File: src/sv/srm_pkg.sv
package srm_pkg;

  localparam int unsigned FuncW  = 3;
  localparam int unsigned AddrW  = 6;
  localparam int unsigned ByteW  = 8;
  localparam int unsigned CountW = 16;
  localparam int unsigned BitW   = 3;

  localparam logic [CountW-1:0] ReadyTimeoutReset = 16'd1000;
  localparam logic [AddrW-1:0]  AddrMask          = 6'h3F;
  localparam logic [ByteW-1:0]  HdrRead           = 8'h80;
  localparam logic [ByteW-1:0]  HdrStatus         = 8'hC0;
  localparam logic [BitW-1:0]   BitMsb            = 3'd7;

  typedef enum logic [FuncW-1:0] {
    FUNC_TICK   = 3'd0,
    FUNC_WRITE  = 3'd1,
    FUNC_READ   = 3'd2,
    FUNC_STATUS = 3'd3,
    FUNC_STROBE = 3'd4
  } func_e;

  typedef enum logic [2:0] {
    PH_IDLE    = 3'd0,
    PH_WAIT    = 3'd1,
    PH_HEAD_LO = 3'd2,
    PH_HEAD_HI = 3'd3,
    PH_DATA_LO = 3'd4,
    PH_DATA_HI = 3'd5
  } phase_e;

  typedef struct packed {
    logic [FuncW-1:0] func;
    logic [AddrW-1:0] reg_address;
    logic [ByteW-1:0] write_data;
    logic             miso_level;
  } req_t;

  typedef struct packed {
    logic             chip_select_n;
    logic             serial_clock;
    logic             master_out;
    logic             busy_res;
    logic             done_res;
    logic [ByteW-1:0] read_data;
    logic             ready_timed_out;
  } res_t;

  function automatic logic [ByteW-1:0] header_byte(func_e kind, logic [AddrW-1:0] addr);
    logic [ByteW-1:0] h;
    h = {2'b00, addr & AddrMask};
    if (kind == FUNC_READ) begin
      h = h | HdrRead;
    end else if (kind == FUNC_STATUS) begin
      h = h | HdrStatus;
    end
    return h;
  endfunction

endpackage

File: src/sv/srm_req_if.sv
interface srm_req_if import srm_pkg::*; ();
  logic             valid;
  logic             ready;
  logic [FuncW-1:0] func;
  logic [AddrW-1:0] reg_address;
  logic [ByteW-1:0] write_data;
  logic             miso_level;

  modport source (output valid, func, reg_address, write_data, miso_level, input ready);
  modport sink   (input valid, func, reg_address, write_data, miso_level, output ready);
endinterface

File: src/sv/srm_res_if.sv
interface srm_res_if import srm_pkg::*; ();
  logic             valid;
  logic             ready;
  logic             chip_select_n;
  logic             serial_clock;
  logic             master_out;
  logic             busy_res;
  logic             done_res;
  logic [ByteW-1:0] read_data;
  logic             ready_timed_out;

  modport source (output valid, chip_select_n, serial_clock, master_out, busy_res, done_res,
                  read_data, ready_timed_out, input ready);
  modport sink   (input valid, chip_select_n, serial_clock, master_out, busy_res, done_res,
                  read_data, ready_timed_out, output ready);
endinterface

File: src/sv/srm_cfg_if.sv
interface srm_cfg_if import srm_pkg::*; ();
  logic              valid;
  logic              ready;
  logic [CountW-1:0] ready_timeout;

  modport source (output valid, ready_timeout, input ready);
  modport sink   (input valid, ready_timeout, output ready);
endinterface

File: src/sv/srm_core.sv
module srm_core import srm_pkg::*; (
  input  logic              clk_i,
  input  logic              rst_ni,
  input  logic              step_i,
  input  req_t              req_i,
  input  logic [CountW-1:0] ready_timeout_i,
  output res_t              res_o
);

  phase_e            phase_q, phase_d;
  func_e             kind_q, kind_d;
  logic [BitW-1:0]   bit_q, bit_d;
  logic [ByteW-1:0]  out_shift_q, out_shift_d;
  logic [ByteW-1:0]  in_shift_q, in_shift_d;
  logic [ByteW-1:0]  held_q, held_d;
  logic [CountW-1:0] wait_q, wait_d;
  logic              tflag_q, tflag_d;
  logic [ByteW-1:0]  last_read_q, last_read_d;
  logic              done;
  logic              reading;
  logic              start;

  assign reading = (kind_q == FUNC_READ) || (kind_q == FUNC_STATUS);
  assign start   = (req_i.func == FUNC_WRITE) || (req_i.func == FUNC_READ) ||
                   (req_i.func == FUNC_STATUS) || (req_i.func == FUNC_STROBE);

  always_comb begin
    phase_d     = phase_q;
    kind_d      = kind_q;
    bit_d       = bit_q;
    out_shift_d = out_shift_q;
    in_shift_d  = in_shift_q;
    held_d      = held_q;
    wait_d      = wait_q;
    tflag_d     = tflag_q;
    last_read_d = last_read_q;
    done        = 1'b0;
    unique case (phase_q)
      PH_IDLE: begin
        if (start) begin
          kind_d      = func_e'(req_i.func);
          held_d      = req_i.write_data;
          out_shift_d = header_byte(func_e'(req_i.func), req_i.reg_address);
          wait_d      = '0;
          bit_d       = BitMsb;
          phase_d     = PH_WAIT;
        end
      end
      PH_WAIT: begin
        if (!req_i.miso_level) begin
          tflag_d = 1'b0;
          bit_d   = BitMsb;
          phase_d = PH_HEAD_LO;
        end else if (wait_q >= ready_timeout_i) begin
          tflag_d = 1'b1;
          bit_d   = BitMsb;
          phase_d = PH_HEAD_LO;
        end else begin
          wait_d = wait_q + 16'd1;
        end
      end
      PH_HEAD_LO: begin
        phase_d = PH_HEAD_HI;
      end
      PH_HEAD_HI: begin
        if (bit_q != '0) begin
          bit_d   = bit_q - 3'd1;
          phase_d = PH_HEAD_LO;
        end else if (kind_q == FUNC_WRITE) begin
          out_shift_d = held_q;
          bit_d       = BitMsb;
          phase_d     = PH_DATA_LO;
        end else if (reading) begin
          out_shift_d = '0;
          in_shift_d  = '0;
          bit_d       = BitMsb;
          phase_d     = PH_DATA_LO;
        end else begin
          bit_d   = BitMsb;
          phase_d = PH_IDLE;
          done    = 1'b1;
        end
      end
      PH_DATA_LO: begin
        phase_d = PH_DATA_HI;
      end
      PH_DATA_HI: begin
        if (reading) begin
          in_shift_d = in_shift_q | (ByteW'(req_i.miso_level) << bit_q);
        end
        if (bit_q != '0) begin
          bit_d   = bit_q - 3'd1;
          phase_d = PH_DATA_LO;
        end else begin
          // The byte is complete once the last high half has been sampled.
          if (reading) begin
            last_read_d = in_shift_d;
          end
          bit_d   = BitMsb;
          phase_d = PH_IDLE;
          done    = 1'b1;
        end
      end
      default: begin
        phase_d = PH_IDLE;
      end
    endcase
  end

  always_comb begin
    res_o.chip_select_n   = (phase_d == PH_IDLE);
    res_o.serial_clock    = (phase_d == PH_HEAD_HI) || (phase_d == PH_DATA_HI);
    res_o.master_out      = ((phase_d != PH_IDLE) && (phase_d != PH_WAIT)) ?
                            out_shift_d[bit_d] : 1'b0;
    res_o.busy_res        = (phase_d != PH_IDLE);
    res_o.done_res        = done;
    res_o.read_data       = last_read_d;
    res_o.ready_timed_out = tflag_d;
  end

  always_ff @(posedge clk_i or negedge rst_ni) begin
    if (!rst_ni) begin
      phase_q     <= PH_IDLE;
      kind_q      <= FUNC_TICK;
      bit_q       <= BitMsb;
      out_shift_q <= '0;
      in_shift_q  <= '0;
      held_q      <= '0;
      wait_q      <= '0;
      tflag_q     <= 1'b0;
      last_read_q <= '0;
    end else if (step_i) begin
      phase_q     <= phase_d;
      kind_q      <= kind_d;
      bit_q       <= bit_d;
      out_shift_q <= out_shift_d;
      in_shift_q  <= in_shift_d;
      held_q      <= held_d;
      wait_q      <= wait_d;
      tflag_q     <= tflag_d;
      last_read_q <= last_read_d;
    end
  end

`ifndef ASSERT_OFF
  a_start_write: assert property (@(posedge clk_i) disable iff (!rst_ni)
    step_i && (phase_q == PH_IDLE) && (req_i.func == FUNC_WRITE) |=> (phase_q == PH_WAIT))
    else $error("write request from idle did not enter the wait phase");

  a_done_idle: assert property (@(posedge clk_i) disable iff (!rst_ni)
    step_i && res_o.done_res |=> (phase_q == PH_IDLE) && (bit_q == BitMsb))
    else $error("finished transaction did not return to idle");

  a_half_bit: assert property (@(posedge clk_i) disable iff (!rst_ni)
    step_i && (phase_q == PH_HEAD_LO) |=> (phase_q == PH_HEAD_HI) && $stable(bit_q))
    else $error("low half of a header bit not followed by its high half");

  a_hold: assert property (@(posedge clk_i) disable iff (!rst_ni)
    !step_i |=> $stable(phase_q) && $stable(bit_q) && $stable(wait_q))
    else $error("state moved without an item");
`endif

endmodule

File: src/sv/spi_radio_register_access_master_top.sv
// Channel   Dir   Fields
// cfg_i     in    ready_timeout (16)
// req_i     in    func (3), reg_address (6), write_data (8), miso_level (1)
// res_o     out   chip_select_n, serial_clock, master_out, busy_res, done_res,
//                 read_data (8), ready_timed_out
//
// Each request item is one half-bit tick and yields exactly one result item.
// An item passes through the input register and then the result register;
// the state update sits between them, so one item is taken every cycle unless the result stalls.
// Reset puts the bus idle (chip select high) with a timeout of 1000 ticks.
// A stalled result holds the input register, which then drops req_i.ready.
module spi_radio_register_access_master_top import srm_pkg::*; (
  input  logic      clk_i,
  input  logic      rst_ni,
  srm_cfg_if.sink   cfg_i,
  srm_req_if.sink   req_i,
  srm_res_if.source res_o
);

  logic [CountW-1:0] ready_timeout_q;
  req_t              req_q;
  logic              req_valid_q;
  res_t              res_q;
  res_t              res_d;
  logic              res_valid_q;
  logic              step;

  assign step        = req_valid_q && (!res_valid_q || res_o.ready);
  assign req_i.ready = !req_valid_q || step;
  assign cfg_i.ready = 1'b1;

  always_ff @(posedge clk_i or negedge rst_ni) begin
    if (!rst_ni) begin
      ready_timeout_q <= ReadyTimeoutReset;
    end else if (cfg_i.valid) begin
      ready_timeout_q <= cfg_i.ready_timeout;
    end
  end

  always_ff @(posedge clk_i or negedge rst_ni) begin
    if (!rst_ni) begin
      req_valid_q <= 1'b0;
    end else if (req_i.ready) begin
      req_valid_q <= req_i.valid;
    end
  end

  always_ff @(posedge clk_i) begin
    if (req_i.ready && req_i.valid) begin
      req_q.func        <= req_i.func;
      req_q.reg_address <= req_i.reg_address;
      req_q.write_data  <= req_i.write_data;
      req_q.miso_level  <= req_i.miso_level;
    end
  end

  srm_core u_core (
    .clk_i           (clk_i),
    .rst_ni          (rst_ni),
    .step_i          (step),
    .req_i           (req_q),
    .ready_timeout_i (ready_timeout_q),
    .res_o           (res_d)
  );

  always_ff @(posedge clk_i or negedge rst_ni) begin
    if (!rst_ni) begin
      res_valid_q <= 1'b0;
    end else if (step) begin
      res_valid_q <= 1'b1;
    end else if (res_o.ready) begin
      res_valid_q <= 1'b0;
    end
  end

  always_ff @(posedge clk_i) begin
    if (step) begin
      res_q <= res_d;
    end
  end

  assign res_o.valid           = res_valid_q;
  assign res_o.chip_select_n   = res_q.chip_select_n;
  assign res_o.serial_clock    = res_q.serial_clock;
  assign res_o.master_out      = res_q.master_out;
  assign res_o.busy_res        = res_q.busy_res;
  assign res_o.done_res        = res_q.done_res;
  assign res_o.read_data       = res_q.read_data;
  assign res_o.ready_timed_out = res_q.ready_timed_out;

endmodule
File: src/flat_wrapper.sv
// flat-port wrapper written by rule: the top's interface ports become plain ports
module spi_radio_register_access_master_top_flat import srm_pkg::*;
  (clk_i, rst_ni, cfg_i_valid, cfg_i_ready_timeout, cfg_i_ready, req_i_valid, req_i_func, req_i_reg_address, req_i_write_data, req_i_miso_level, req_i_ready, res_o_valid, res_o_chip_select_n, res_o_serial_clock, res_o_master_out, res_o_busy_res, res_o_done_res, res_o_read_data, res_o_ready_timed_out, res_o_ready);
  srm_cfg_if cfg_i_i ();
  srm_req_if req_i_i ();
  srm_res_if res_o_i ();
  input  logic clk_i;
  input  logic rst_ni;
  input wire logic [$bits(cfg_i_i.valid)-1:0] cfg_i_valid;
  input wire logic [$bits(cfg_i_i.ready_timeout)-1:0] cfg_i_ready_timeout;
  output wire logic [$bits(cfg_i_i.ready)-1:0] cfg_i_ready;
  input wire logic [$bits(req_i_i.valid)-1:0] req_i_valid;
  input wire logic [$bits(req_i_i.func)-1:0] req_i_func;
  input wire logic [$bits(req_i_i.reg_address)-1:0] req_i_reg_address;
  input wire logic [$bits(req_i_i.write_data)-1:0] req_i_write_data;
  input wire logic [$bits(req_i_i.miso_level)-1:0] req_i_miso_level;
  output wire logic [$bits(req_i_i.ready)-1:0] req_i_ready;
  output wire logic [$bits(res_o_i.valid)-1:0] res_o_valid;
  output wire logic [$bits(res_o_i.chip_select_n)-1:0] res_o_chip_select_n;
  output wire logic [$bits(res_o_i.serial_clock)-1:0] res_o_serial_clock;
  output wire logic [$bits(res_o_i.master_out)-1:0] res_o_master_out;
  output wire logic [$bits(res_o_i.busy_res)-1:0] res_o_busy_res;
  output wire logic [$bits(res_o_i.done_res)-1:0] res_o_done_res;
  output wire logic [$bits(res_o_i.read_data)-1:0] res_o_read_data;
  output wire logic [$bits(res_o_i.ready_timed_out)-1:0] res_o_ready_timed_out;
  input wire logic [$bits(res_o_i.ready)-1:0] res_o_ready;
  assign cfg_i_i.valid = cfg_i_valid;
  assign cfg_i_i.ready_timeout = cfg_i_ready_timeout;
  assign cfg_i_ready = cfg_i_i.ready;
  assign req_i_i.valid = req_i_valid;
  assign req_i_i.func = req_i_func;
  assign req_i_i.reg_address = req_i_reg_address;
  assign req_i_i.write_data = req_i_write_data;
  assign req_i_i.miso_level = req_i_miso_level;
  assign req_i_ready = req_i_i.ready;
  assign res_o_valid = res_o_i.valid;
  assign res_o_chip_select_n = res_o_i.chip_select_n;
  assign res_o_serial_clock = res_o_i.serial_clock;
  assign res_o_master_out = res_o_i.master_out;
  assign res_o_busy_res = res_o_i.busy_res;
  assign res_o_done_res = res_o_i.done_res;
  assign res_o_read_data = res_o_i.read_data;
  assign res_o_ready_timed_out = res_o_i.ready_timed_out;
  assign res_o_i.ready = res_o_ready;
  spi_radio_register_access_master_top u_core (.clk_i(clk_i), .rst_ni(rst_ni), .cfg_i(cfg_i_i), .req_i(req_i_i), .res_o(res_o_i));
endmodule
File: config.mk
export PLATFORM = sky130hd
export DESIGN_NAME = spi_radio_register_access_master_top_flat
export DESIGN_NICKNAME = d
export VERILOG_FILES = /design/src/sv/srm_pkg.sv /design/src/sv/srm_req_if.sv /design/src/sv/srm_res_if.sv /design/src/sv/srm_cfg_if.sv /design/src/sv/srm_core.sv /design/src/sv/spi_radio_register_access_master_top.sv /design/src/flat_wrapper.sv
export SDC_FILE = /design/constraint.sdc
export NUM_CORES = 1
export LEC_CHECK = 0
export BUFFER_PORTS_ARGS = -buffer_cell sky130_fd_sc_hd__buf_2
export CAP_MARGIN = 20
export CORE_MARGIN = 2
export CORE_UTILIZATION = 35
export CTS_CLUSTER_DIAMETER = 50
export CTS_CLUSTER_SIZE = 14
export DETAILED_ROUTE_END_ITERATION = 8
export GPL_TIMING_DRIVEN = 0
export PLACE_DENSITY = 0.56
export SETUP_SLACK_MARGIN = 0.02
export SYNTH_ARGS = -nofsm -noshare
export SYNTH_HDL_FRONTEND = slang
export SYNTH_SLANG_ARGS = --single-unit
export TNS_END_PERCENT = 10
File: constraint.sdc
create_clock -name clk_i -period 3.1 [get_ports clk_i]
set_input_delay 0.31 -clock clk_i [delete_from_list [all_inputs] [get_ports clk_i]]
set_output_delay 0.31 -clock clk_i [all_outputs]
set_load 0.02 [all_outputs]
After elaboration in Yosys (flattened, before gate mapping)
Index checks and enable logic that the tools add are counted.

Bitwise logic cells: 1. Muxes and demuxes: 44. Add/sub/neg operators: 2. Reduce and logical (&&, ||, !) cells: 23. Shift-type cells: 1. Magnitude comparators: 2. Equal/unequal tests: 21.

Operators by type and width (number): two-way mux 8 bit (13); two-way mux 16 bit (3); two-way mux 3 bit (11); one-hot mux 16 bit (2 select lines) (1); one-hot mux 8 bit (2 select lines) (2); == test 3 x 2 -> 1 bit (second input constant) (7); one-hot mux 3 bit (6 select lines) (1); adder 16 x 1 -> 16 bit (second input constant) (1); >= comparator 16 bit (1); == test 3 bit (second input constant) (4); two-way mux 1 bit (10); != test 2 bit (second input constant) (5); AND reduction 5 bit (2); == test 3 x 1 -> 1 bit (second input constant) (3); one-hot mux 3 bit (3 select lines) (1); OR 8 bit (1); left shift 1 x 3 -> 8 bit (1); logical OR 1 bit (7); logical NOT 3 bit (2); nonzero test 2 bit (3); nonzero test 3 bit (2); less-than comparator 3 x 4 -> 1 bit (second input constant) (1); binary-select mux 1 bit (select 3 bit) (1); logical AND 1 bit (3); 7 further kinds (8).

Word-level logic and storage cells: 117. Register bits: 108.

Logic depth before layout (Yosys ltp)
Gate-level depths: netlist of run 1.

Word-level depth: 8. Gate-level depth with buffers: 10. Gate-level depth less buffers: 9.

Cells and area by module
A second synthesis of run 1 with hierarchy kept.

Cells, all modules: 479. Area total of the unflattened synthesis: 5353.9 um^2.

By module, submodules not included: srm_core (instances 1, cells each 403, area each 3636.0 um^2); spi_radio_register_access_master_top (instances 1, cells each 76, area each 1717.9 um^2).

Worst setup path before layout of run 1
OpenSTA, ideal clock, no wires.

Path kind: reg2reg. From: register u_core.u_core.wait_q[0]. To: register u_core.u_core.wait_q[5]. Slack: 345 ps. Arrival: 2677 ps. Stages on the path, launching flop included: 11. Path through: dfrtp_1 -> inv_1 -> ha_1 -> nand2b_1 -> a2111o_1 -> a31oi_2 -> a31oi_2 -> or4b_1 -> clkbuf_2 -> or3_1 -> a21oi_1.

Longest elaborated chain between the ends: 4. Elaborated cells on any way between the ends: 7. Those cells by class: add/sub: 1; order compare: 1; eq/ne: 1; mux: 3; reduce/logical: 1.

Ends and longest elaborated chain: start, declared (line srm_core.sv:16) `logic [CountW-1:0] wait_q, wait_d;`; start signal, assigned (line srm_core.sv:139) `wait_q <= wait_d;`; adder 16 x 1 -> 16 bit (line srm_core.sv:59) `wait_d = wait_q + 16'd1;`; two-way mux 16 bit (line srm_core.sv:54) `end else if (wait_q >= ready_timeout_i) begin`; two-way mux 16 bit (line srm_core.sv:50) `if (!req_i.miso_level) begin`; one-hot mux 16 bit (2 select lines) (line srm_core.sv:38) `unique case (phase_q)`.

Parallel ways exist; a longest one is shown, timed or not. The select of a mux whose other input is x is not followed. A chain may end at the register's enable or synchronous reset.

Final worst setup path of run 1
From: register u_core.ready_timeout_q[5]. To: register u_core.u_core.wait_q[7].

Longest elaborated chain between the ends: 3.

Ends and longest elaborated chain: start, declared (line spi_radio_register_access_master_top.sv:20) `logic [CountW-1:0] ready_timeout_q;`; start signal, assigned (line spi_radio_register_access_master_top.sv:34) `ready_timeout_q <= ReadyTimeoutReset;`; start signal, assigned (line spi_radio_register_access_master_top.sv:36) `ready_timeout_q <= cfg_i.ready_timeout;`; >= comparator 16 bit (line srm_core.sv:54); != test 2 bit (no source line); AND reduction 5 bit (no source line).

Every way passes these cells.

==> summary.txt, run 1 <==
Skew-Pair Late Insertion Delay: 0.35 ns
Least-Margin Pin Slew: 0.754 ns
Vias after detailed routing: 3930
Top cell types by occurrence after synthesis: sky130_fd_sc_hd__nand2_1 (84), sky130_fd_sc_hd__dfrtp_1 (67), sky130_fd_sc_hd__o21ai_0 (57)
Inserted Diodes: 0
Cell count after placement: 747
Share of synthesized area occupied by flip-flops and latches: 55.3%
Top-Level Pins: 56
Shortest clock period the worst path allows after layout: 3.00 ns
Fraction of layout instances using a drive strength above 1: 18.3%
Maximum number of pins on one net before global-route repair: 41
Upper clock frequency limit: 333 MHz
Total global routing overflow: 0
Max-slew headroom at the worst pin: 49.0%
Wirelength per Cell: 15.0 um
Power density over cell area: 715 mW/mm2
Count of distinct cell types in the synthesized netlist: 57
Master cell of the clock root buffer: sky130_fd_sc_hd__clkbuf_16
Worst Path Max Fanout: 10
Post-route worst setup slack: 0.0971 ns
Number of violations of the max-capacitance limit: 0
Cell count after synthesis: 507
Placeable core region: 0.0145 mm2
CTS sink cnt: 108
Top area cells in the synthesized netlist: sky130_fd_sc_hd__dfrtp_1 (32%), sky130_fd_sc_hd__edfxtp_1 (18%), sky130_fd_sc_hd__nand2_1 (6.1%)
Post-place setup slack: -0.0892 ns
Critical path required time: 3.37 ns
Initial core utilization: 35.8%
Layout Skew: 0.0100 ns
Post-CTS setup-driven buffer insertion count: 0
Std-Cell Rows: 44
Setup slack, reg-to-reg: 0.1 ns
Number of global-route vias before repair: 3800
Total half-perimeter wirelength after legalization and detailed placement: 8380 um
Cell type with the highest aggregate area in the netlist: sky130_fd_sc_hd__dfrtp_1
Layout overhead on the synthesized area: 17.5%
Global-route wire length before repair: 19100 um
Number of storage elements in the synthesis netlist: 108
Mapped Area: 0.00520 mm2
Crit share post-route: 96.9%
Smallest hold slack: 0.126 ns
Mean instance size in the synthesized netlist: 10.3 um2
Power consumption: 4360 uW
Nature of the critical path startpoint: flip-flop
Count of synthesis-stage warnings from yosys: 0
Worst vdd rail ir drop: 0.000378 V
Outcome: finished, final reports clean
Count of final max-slew check failures: 0
Number of I/O port buffers: 54
First-pass DRT Iterations: 5
R2R depth: 10
Aggregate routed wire length: 11500 um
Leakage component of the power: 0.00262 uW
Share of flip-flops with an asynchronous set or reset: 70.4%
Min-Delay Path Class: in -> reg
EDFF count, synth: 32
Worst endpoint data arrival time: 3.27 ns
Fill cell instance count of the final layout: 1436
CTS tree: yes
Fraction of post-synthesis cell area in the top cell type by area: 32.3%
Die area: 0.0158 mm2
Worst Setup Path Type: reg -> reg
Final-stage net count: 633
Net Count, Synth: 565
Final number of hold-violating endpoints: 0
CTS max path bufs: 2
Most frequent cell after synthesis: sky130_fd_sc_hd__nand2_1
Chip width: 126 um
Count of nets left with antenna violations after detail routing: 0
Initial antenna violation count: 0
Drt first-iter violations: 227
Total setup violations reported at the end of the flow: 0
Htree depth: 3
Prevailing post-synth register cell: sky130_fd_sc_hd__dfrtp_1
Routability congestion estimate: 0.867
Y dimension of the die: 126 um
Number of stages on the worst hold path: 1
Unrepaired setup endpoints after global routing: yes
Post-route DRC violation count: 0
Global router's overall resource usage: 14.9%
Number of buffers created by CTS: 9
Final Instance Count excl. Fillers: 764
Vias per cell: 5.14
Kind of end point of the critical path: flip-flop
Clock transition time at the flip-flop clock pins of the worst setup and hold paths: 0.07 ns
==> layout by cell type (no fill, tap or decap), types with 3 or more instances in the layout <==
cell type / instances
sky130_fd_sc_hd__a31oi_1: 9
sky130_fd_sc_hd__ha_1: 19
sky130_fd_sc_hd__or3_1: 9
sky130_fd_sc_hd__dfstp_2: 9
sky130_fd_sc_hd__a21oi_1: 35
sky130_fd_sc_hd__clkbuf_1: 21
sky130_fd_sc_hd__inv_1: 22
sky130_fd_sc_hd__nand3b_1: 3
sky130_fd_sc_hd__clkbuf_16: 9
sky130_fd_sc_hd__o21ai_0: 57
sky130_fd_sc_hd__nand2_1: 84
sky130_fd_sc_hd__nand3_1: 6
sky130_fd_sc_hd__nor2_1: 21
sky130_fd_sc_hd__edfxtp_1: 32
sky130_fd_sc_hd__and3b_1: 4
sky130_fd_sc_hd__xnor2_1: 4
sky130_fd_sc_hd__nand4_1: 6
sky130_fd_sc_hd__and2_1: 5
sky130_fd_sc_hd__nor2b_1: 7
sky130_fd_sc_hd__nand2b_1: 9
sky130_fd_sc_hd__mux2_2: 12
sky130_fd_sc_hd__buf_2: 54
sky130_fd_sc_hd__dfrtp_1: 67
sky130_fd_sc_hd__o21a_1: 3
sky130_fd_sc_hd__a221oi_1: 4
sky130_fd_sc_hd__a22oi_1: 4
sky130_fd_sc_hd__nor3_1: 6
==> per-layer routing <==
metal | part of all wire (%) | routed length, um | GRT usage, %
met3 | 4.1 | 473 | 2.85
met5 | 0 | 0 | 0
met2 | 45 | 5130 | 22.3
met1 | 49 | 5670 | 21.4
met4 | 2.0 | 225 | 6.08
==> final cells by class <==
class	count	area, um2	area share [%]
sequential	108	2870	47.1
clock inverter	7	90.1	1.48
tap	184	230	3.77
clock buffer	9	225	3.69
buffer	24	96.3	1.58
timing repair buffer	57	318	5.20
inverter	22	82.6	1.35
multi-input combinational	353	2190	35.9
==> cells by family after synthesis <==
kind of cell	Yosys count	share of synthesized area [%]
buffers and inverters	46	3.42
DFF	108	55.3
and+or+nand+nor	177	16.9
other	1	0.0722
muxes	14	2.99
adders and majority gates	19	4.57
xor gates and xnor gates	6	1.01
AOI/OAI and AO/OA	136	15.8
==> flip-flops by register name, indices dropped and copies added (netlist names), 8 cells and up <==
| register | count |
|---|---|
| u_core.ready_timeout_q | 16 |
| u_core.u_core.out_shift_q | 8 |
| u_core.req_q | 18 |
| u_core.u_core.in_shift_q | 8 |
| u_core.u_core.held_q | 8 |
| u_core.u_core.last_read_q | 8 |
| u_core.u_core.wait_q | 16 |
| u_core.res_o.read_data | 8 |
==> critical path: stages, from the launching register on <==
cell and delay (ns):
sky130_fd_sc_hd__dfstp_2 0.52, sky130_fd_sc_hd__inv_1 0.05, sky130_fd_sc_hd__ha_1 0.28, sky130_fd_sc_hd__a21oi_1 0.16, sky130_fd_sc_hd__o21ai_0 0.09, sky130_fd_sc_hd__a22oi_1 0.43, sky130_fd_sc_hd__a31oi_4 0.18, sky130_fd_sc_hd__or4b_1 0.53
sky130_fd_sc_hd__buf_2 0.18, sky130_fd_sc_hd__or3_1 0.32, sky130_fd_sc_hd__a21oi_1 0.16
==> final timing paths <==
kind                                                 from                         end
worst max-delay path            u_core.ready_timeout_q[5]     u_core.u_core.wait_q[7]
worst min-delay path                 req_i_reg_address[5]            u_core.req_q[14]
worst max register to register  u_core.ready_timeout_q[5]     u_core.u_core.wait_q[7]
worst min register to register            u_core.req_q[3]     u_core.u_core.held_q[2]
max in group asynchronous                          rst_ni      u_core.u_core.bit_q[0]
min in group asynchronous                          rst_ni  u_core.ready_timeout_q[12]
==> timing repair <==
action / 4_1_cts / 5_1_grt
hold endpoints to repair: 36 / 0
pin swaps: 0 / 1
gates resized for setup: 1 / 7
hold buffers: 1 / 0
setup endpoints to repair: 3 / 14
==> stage by stage <==
stage,area (um2),TNS [ns],utilization [%]
finish,6110,0,42.0
global route,6110,-0.164,42.0
CTS,6060,0,41.7
detailed placement,5740,-0.0892,39.5
global placement,5700,-0.114,39.2
floorplan,5200,0,-
==> power breakdown <==
group | total (uW) | leakage (uW) | internal, uW | switching [uW]
sequential | 1910 | 0.00128 | 1740 | 171
combinational | 1240 | 0.00118 | 497 | 738
clock | 1220 | 0.000155 | 705 | 514
(Power assumes the default switching activity.)
==> inputs of run 2 (changes only) <==
--- a/config.mk
+++ b/config.mk
@@ -7,13 +7,15 @@
 export LEC_CHECK = 0
 export BUFFER_PORTS_ARGS = -buffer_cell sky130_fd_sc_hd__buf_2
 export CAP_MARGIN = 20
+export CELL_PAD_IN_SITES_DETAIL_PLACEMENT = 1
+export CELL_PAD_IN_SITES_GLOBAL_PLACEMENT = 1
 export CORE_MARGIN = 2
 export CORE_UTILIZATION = 35
 export CTS_CLUSTER_DIAMETER = 50
 export CTS_CLUSTER_SIZE = 14
 export DETAILED_ROUTE_END_ITERATION = 8
 export GPL_TIMING_DRIVEN = 0
-export PLACE_DENSITY = 0.56
+export PLACE_DENSITY = 0.67
 export SETUP_SLACK_MARGIN = 0.02
 export SYNTH_ARGS = -nofsm -noshare
 export SYNTH_HDL_FRONTEND = slang
==> run 2 against run 1 <==
  * Register-to-register slack improved by 0.04 ns
  * Routed wire length increased by 11%
  * Clock power is 8% lower
  * Cell count is the same
  * Non-clock buffer count stayed put
  * Flip-flop and latch count stayed put
  * Highest routed layer unchanged
==> summary.txt, run 2 (synthesis results as in run 1) <==
Outcome: finished, final reports clean
Critical path required time: 3.38 ns
Fraction of power consumed by combinational cells: 29.7%
Number of stages on the worst hold path: 1
Post-route DRC violation count: 0
Post-CTS setup-driven buffer insertion count: 0
Min-Delay Path Class: in -> reg
Register bank with the most flops: u_core.req_q
Wirelength per Cell: 16.7 um
Htree depth: 3
Setup slack, reg-to-reg: 0.14 ns
Number of buffer and inverter stages on the critical path: 2
Final Instance Area: 0.00609 mm2
Reg2reg start: u_core.u_core.wait_q[0]
Vias per cell: 5.25
Post-place setup slack: -0.140 ns
Top-Level Pins: 56
Final Instance Count excl. Fillers: 764
Number of buffers created by CTS: 9
Final-stage net count: 633
Post-Place Cell Area: 0.00573 mm2
Upper clock frequency limit: 338 MHz
Die area: 0.0158 mm2
Nature of the critical path startpoint: flip-flop
Maximum number of pins on one net before global-route repair: 46
Critical path's largest stage delay: 0.56 ns
CTS tree: yes
Internal power: 2800 uW
Crit share post-route: 95.6%
First-pass DRT Iterations: 4
Least-Margin Pin Slew: 0.781 ns
Clock transition time at the flip-flop clock pins of the worst setup and hold paths: 0.08 ns
Kind of end point of the critical path: flip-flop
Worst endpoint data arrival time: 3.24 ns
Layout overhead on the synthesized area: 17.2%
Leakage component of the power: 0.00261 uW
Share of total power consumed by net switching: 35.2%
CTS sink cnt: 108
Registers with the most flip-flops: u_core.req_q (18), u_core.ready_timeout_q (16), u_core.u_core.wait_q (16)
Vias after detailed routing: 4008
Max-slew headroom at the worst pin: 48.0%
Hold_sp: req_i_write_data[4]
Cell count after placement: 746
Crit-path slowest cell: sky130_fd_sc_hd__or4b_1
Cell type group with the largest total delay on the critical path: simple AND/OR/NAND/NOR gates
Layout Skew: 0.00806 ns
Total global routing overflow: 0
Setup total negative slack: 0 ns
Fraction of layout instances using a drive strength above 1: 18.8%
Worst vdd rail ir drop: 0.000296 V
Reg-to-reg endpoint: u_core.u_core.wait_q[15]
Global router's overall resource usage: 17.5%
Commonest cells after routing, fill and taps aside: sky130_fd_sc_hd__nand2_1 (84), sky130_fd_sc_hd__dfrtp_1 (67), sky130_fd_sc_hd__o21ai_0 (57)
Placeable core region: 0.0145 mm2
Initial antenna violation count: 0
Initial core utilization: 35.8%
Worst Path Max Fanout: 10
Total half-perimeter wirelength after legalization and detailed placement: 9490 um
Number of global-route vias before repair: 4351
R2R depth: 10
Aggregate routed wire length: 12800 um
Unrepaired setup endpoints after global routing: yes
Drt first-iter violations: 195
Worst Setup Path Type: reg -> reg
Total setup violations reported at the end of the flow: 0
Power density over cell area: 708 mW/mm2
Fill cell instance count of the final layout: 1710
Std-Cell Rows: 44
Register share of total power: 44.3%
Post-route worst setup slack: 0.138 ns
CTS max path bufs: 2
Number of violations of the max-capacitance limit: 0
Global-route wire length before repair: 22200 um
Count of nets left with antenna violations after detail routing: 0
Number of I/O port buffers: 54
Worst Hold Endpoint: u_core.req_q[5]
CP cell instances: inv_1 > ha_1 > nand2b_1 > a2111o_1 > a31oi_4 > a31oi_4 > or4b_1 > buf_6 > or3_1 > a21oi_1
Inserted Diodes: 0
Switching power: 1520 uW
Most common cell after layout, fill and taps aside: sky130_fd_sc_hd__nand2_1
Flip-flop count of the largest register, all copies and words added: 18
Master cell of the clock root buffer: sky130_fd_sc_hd__clkbuf_16
Final number of hold-violating endpoints: 0
Skew-Pair Late Insertion Delay: 0.36 ns
Fraction of power consumed by the clock network: 26.0%
Shortest clock period the worst path allows after layout: 2.96 ns
Y dimension of the die: 126 um
Chip width: 126 um
Most used cell along the critical path: sky130_fd_sc_hd__a31oi_4
Count of final max-slew check failures: 0
Routability congestion estimate: 0.808
## run 2: cell types whose count changed in the layout (fill, tap and decap cells not counted)
| cell | previous run | this run |
|---|---|---|
| sky130_fd_sc_hd__clkinvlp_4 | 0 | 3 |
| sky130_fd_sc_hd__bufinv_16 | 2 | 0 |
| sky130_fd_sc_hd__clkinv_1 | 2 | 0 |
| sky130_fd_sc_hd__inv_8 | 0 | 2 |
| sky130_fd_sc_hd__a22oi_1 | 4 | 3 |
| sky130_fd_sc_hd__a22oi_2 | 0 | 1 |
| sky130_fd_sc_hd__buf_12 | 1 | 0 |
| sky130_fd_sc_hd__buf_16 | 0 | 1 |
| sky130_fd_sc_hd__buf_6 | 0 | 1 |
| sky130_fd_sc_hd__clkbuf_2 | 1 | 0 |
| sky130_fd_sc_hd__clkinv_4 | 1 | 0 |
## run 2: worst max path at each step
stage	from	to	slack, ns	cells past startpoint
2_1_floorplan	u_core.u_core.wait_q[0]	u_core.u_core.wait_q[5]	0.34	10
3_3_place_gp	u_core.ready_timeout_q[9]	u_core.res_o.master_out	-0.12	10
3_5_place_dp	u_core.ready_timeout_q[9]	u_core.res_o.master_out	-0.14	10
4_1_cts	u_core.ready_timeout_q[9]	u_core.res_o.master_out	0.02	10
5_1_grt	u_core.ready_timeout_q[9]	u_core.res_o.master_out	-0.04	10
6_report	u_core.u_core.wait_q[0]	u_core.u_core.wait_q[15]	0.14	10
## run 2: layout make-up
class	count	area, um2	share of cell area, %
multi-input cells	353	2190	36.0
clock inverters	7	58.8	0.965
clock buffers	9	225	3.70
flip-flops and latches	108	2870	47.2
well taps	184	230	3.78
plain buffers	24	103	1.68
repair buffers	57	325	5.34
inverters	22	82.6	1.36
## run 2: metrics by stage
stage	total power [uW]	hold slack, ns	utilization [%]
after floorplan	2780	0.0144	-
after global placement	3120	0.457	39.2
after detailed placement	3200	0.294	39.4
after CTS	4340	0.103	41.6
after global routing	4600	0.104	41.9
final	4320	0.110	41.9
## run 2: timing repair
action                     in CTS  in global routing
hold endpoints to repair       24                  0
setup endpoints to repair       6                 13
pin swaps                       0                  2
hold buffers                    1                  0
resized for setup               4                  8
## run 2: per-layer routing
layer	wire [um]	vias to the layer above	GRT usage, %
li1	-	1939	-
met1	6070	2001	23.6
met2	6120	57	28.6
met3	429	11	2.85
met4	174	0	6.66
met5	0	-	0
## run 2: power groups by stage
stage | Combinational [uW] | Clock (uW) | Sequential (uW)
floorplan | 863 | 0 | 1910
global placement | 1200 | 0 | 1920
detailed placement | 1260 | 0 | 1930
CTS | 1280 | 1160 | 1900
global route | 1440 | 1210 | 1950
finish | 1280 | 1120 | 1910
==> inputs of run 3 (changes only) <==
--- a/config.mk
+++ b/config.mk
@@ -7,15 +7,15 @@
 export LEC_CHECK = 0
 export BUFFER_PORTS_ARGS = -buffer_cell sky130_fd_sc_hd__buf_2
 export CAP_MARGIN = 20
-export CELL_PAD_IN_SITES_DETAIL_PLACEMENT = 1
-export CELL_PAD_IN_SITES_GLOBAL_PLACEMENT = 1
+export CELL_PAD_IN_SITES_DETAIL_PLACEMENT = 2
+export CELL_PAD_IN_SITES_GLOBAL_PLACEMENT = 2
 export CORE_MARGIN = 2
 export CORE_UTILIZATION = 35
 export CTS_CLUSTER_DIAMETER = 50
 export CTS_CLUSTER_SIZE = 14
 export DETAILED_ROUTE_END_ITERATION = 8
 export GPL_TIMING_DRIVEN = 0
-export PLACE_DENSITY = 0.67
+export PLACE_DENSITY = 0.78
 export SETUP_SLACK_MARGIN = 0.02
 export SYNTH_ARGS = -nofsm -noshare
 export SYNTH_HDL_FRONTEND = slang
==> run 3 against run 2 <==
  * First-iteration DRC count down 19%
  * Sequential power about the same
  * Cell area is 1.5% higher
  * Global-route usage up 1.9 points
  * Non-clock buffer count rose by 4
  * Clock-buffer cell count grew 1
  * Routed wire length up 14%
  * Flip-flop and latch count did not move
  * Clock power up 9.8%
  * Critical endpoint is now u_core.u_core.wait_q[13]
  * Largest cell class unchanged
  * Highest routed layer unchanged
==> summary.txt, run 3 (synthesis results as in run 1) <==
Outcome: finished, final reports clean
Fraction of power consumed by combinational cells: 29.9%
Die area: 0.0158 mm2
Post-Place Cell Area: 0.00573 mm2
Most common cell after layout, fill and taps aside: sky130_fd_sc_hd__nand2_1
CTS max path bufs: 2
Count of final max-slew check failures: 0
Power density over cell area: 729 mW/mm2
Share of total power consumed by net switching: 34.9%
Internal power: 2940 uW
Kind of end point of the critical path: flip-flop
CTS tree: yes
Least-Margin Pin Slew: 0.798 ns
Global router's overall resource usage: 19.5%
CP cell instances: inv_1 > ha_1 > nand2b_1 > a2111o_1 > a31oi_4 > a31oi_4 > or4b_1 > buf_4 > or3_1 > a21oi_1
Master cell of the clock root buffer: sky130_fd_sc_hd__clkbuf_16
Flip-flop count of the largest register, all copies and words added: 18
Reg-to-reg endpoint: u_core.u_core.wait_q[13]
Switching power: 1570 uW
Power consumption: 4510 uW
Critical path's largest stage delay: 0.53 ns
Vias per cell: 5.41
Routability congestion estimate: 0.808
Worst Setup Path Type: reg -> reg
Fill cell instance count of the final layout: 1554
Placeable core region: 0.0145 mm2
Nature of the critical path startpoint: flip-flop
Commonest cells after routing, fill and taps aside: sky130_fd_sc_hd__nand2_1 (84), sky130_fd_sc_hd__dfrtp_1 (67), sky130_fd_sc_hd__o21ai_0 (57)
Crit share post-route: 95.3%
Most used cell along the critical path: sky130_fd_sc_hd__a31oi_4
Layout overhead on the synthesized area: 19.0%
Leakage component of the power: 0.00265 uW
Reg area: 0.00287 mm2
Post-route DRC violation count: 0
Count of nets left with antenna violations after detail routing: 0
Setup total negative slack: 0 ns
Number of global-route vias before repair: 4569
CTS sink cnt: 108
Total global routing overflow: 0
Critical path required time: 3.39 ns
Setup slack, reg-to-reg: 0.14 ns
Worst Path Max Fanout: 10
Unrepaired setup endpoints after global routing: yes
Final Instance Area: 0.00619 mm2
Drt first-iter violations: 157
Max-slew headroom at the worst pin: 46.8%
Hold_sp: req_i_write_data[1]
Registers with the most flip-flops: u_core.req_q (18), u_core.ready_timeout_q (16), u_core.u_core.wait_q (16)
Final number of hold-violating endpoints: 0
Htree depth: 3
Fraction of layout instances using a drive strength above 1: 20.4%
Maximum number of pins on one net before global-route repair: 43
Register bank with the most flops: u_core.req_q
Crit-path slowest cell: sky130_fd_sc_hd__or4b_1
Area occupied by multi-input gates: 0.00222 mm2
Chip width: 126 um
Number of I/O port buffers: 54
Register share of total power: 42.8%
Worst Hold Endpoint: u_core.req_q[2]
Top-Level Pins: 56
R2R depth: 10
Vias after detailed routing: 4156
Wirelength per Cell: 19.0 um
Aggregate routed wire length: 14600 um
Post-route worst setup slack: 0.145 ns
Initial antenna violation count: 0
Clock transition time at the flip-flop clock pins of the worst setup and hold paths: 0.08 ns
Global-route wire length before repair: 24400 um
Total setup violations reported at the end of the flow: 0
Number of stages on the worst hold path: 1
Worst endpoint data arrival time: 3.24 ns
Initial core utilization: 35.8%
Final-stage net count: 637
Post-place setup slack: -0.180 ns
Inserted Diodes: 0
Upper clock frequency limit: 338 MHz
Reg2reg start: u_core.u_core.wait_q[0]
Min-Delay Path Class: in -> reg
Y dimension of the die: 126 um
Layout Skew: 0.00784 ns
Number of violations of the max-capacitance limit: 0
Number of buffers created by CTS: 9
Total half-perimeter wirelength after legalization and detailed placement: 10600 um
Fraction of power consumed by the clock network: 27.3%
Skew-Pair Late Insertion Delay: 0.36 ns
Shortest clock period the worst path allows after layout: 2.96 ns
Std-Cell Rows: 44
Worst vdd rail ir drop: 0.000328 V
First-pass DRT Iterations: 4
run 3: cell types whose count changed in the layout (fill, tap and decap cells not counted), moves of 2 or more:
cell | previous run | this run
sky130_fd_sc_hd__buf_4 | 2 | 7
sky130_fd_sc_hd__inv_8 | 2 | 0
sky130_fd_sc_hd__clkinvlp_4 | 3 | 1
sky130_fd_sc_hd__a221oi_1 | 4 | 1
sky130_fd_sc_hd__a221oi_2 | 1 | 4
run 3: worst max path at each step:
stage	from	cells after the start	slack, ns	to
floorplan	u_core.u_core.wait_q[0]	10	0.34	u_core.u_core.wait_q[5]
global placement	u_core.ready_timeout_q[9]	10	-0.14	u_core.res_o.master_out
detailed placement	u_core.ready_timeout_q[9]	10	-0.18	u_core.res_o.master_out
CTS	u_core.u_core.wait_q[0]	10	0.01	u_core.u_core.wait_q[5]
global route	u_core.u_core.bit_q[1]	9	0.003	u_core.res_o.master_out
finish	u_core.u_core.wait_q[0]	10	0.14	u_core.u_core.wait_q[13]
run 3: worst max-delay path, delay by kind of cell, from the launching register on:
kind	cells	cell delay, ns
fa+ha+maj	1	0.29
compound gates	4	0.93
buf+inv	2	0.27
flops	1	0.39
simple gates	3	1.02
run 3: repair_timing:
| item | CTS | global route |
|---|---|---|
| hold buffers | 1 | 0 |
| endpoints found under the hold margin | 34 | 0 |
| pin swaps | 1 | 5 |
| endpoints found under the setup margin | 13 | 6 |
| setup buffers | 0 | 4 |
| gates resized for setup | 7 | 12 |
run 3: routing by layer:
layer | wire length [um] | GRT usage (%)
met1 | 6620 | 24.9
met2 | 7370 | 33.5
met3 | 372 | 3.57
met4 | 229 | 6.27
met5 | 0 | 0
run 3: per-stage QoR:
stage | hold slack [ns] | util, % | std cells
global route | 0.107 | 42.6 | 768
global placement | 0.458 | 39.2 | 745
detailed placement | 0.317 | 39.4 | 746
finish | 0.119 | 42.6 | 768
CTS | 0.106 | 42.0 | 763
floorplan | 0.0144 | - | 507
run 3: power groups by stage:
stage	registers (uW)	clock network, uW	logic (uW)
after CTS	1920	1270	1320
after global routing	1970	1310	1520
after global placement	1920	0	1210
after floorplan	1910	0	863
after detailed placement	1940	0	1290
final	1930	1230	1350
run 3: area by class of cell:
| class | instances | area share (%) |
|---|---|---|
| timing repair buffer | 61 | 5.74 |
| inverter | 22 | 1.33 |
| clock inverter | 6 | 1.11 |
| clock buffer | 10 | 4.04 |
| tap | 184 | 3.72 |
| buffer | 24 | 1.64 |
| sequential | 108 | 46.5 |
| multi-input combinational | 353 | 36.0 |
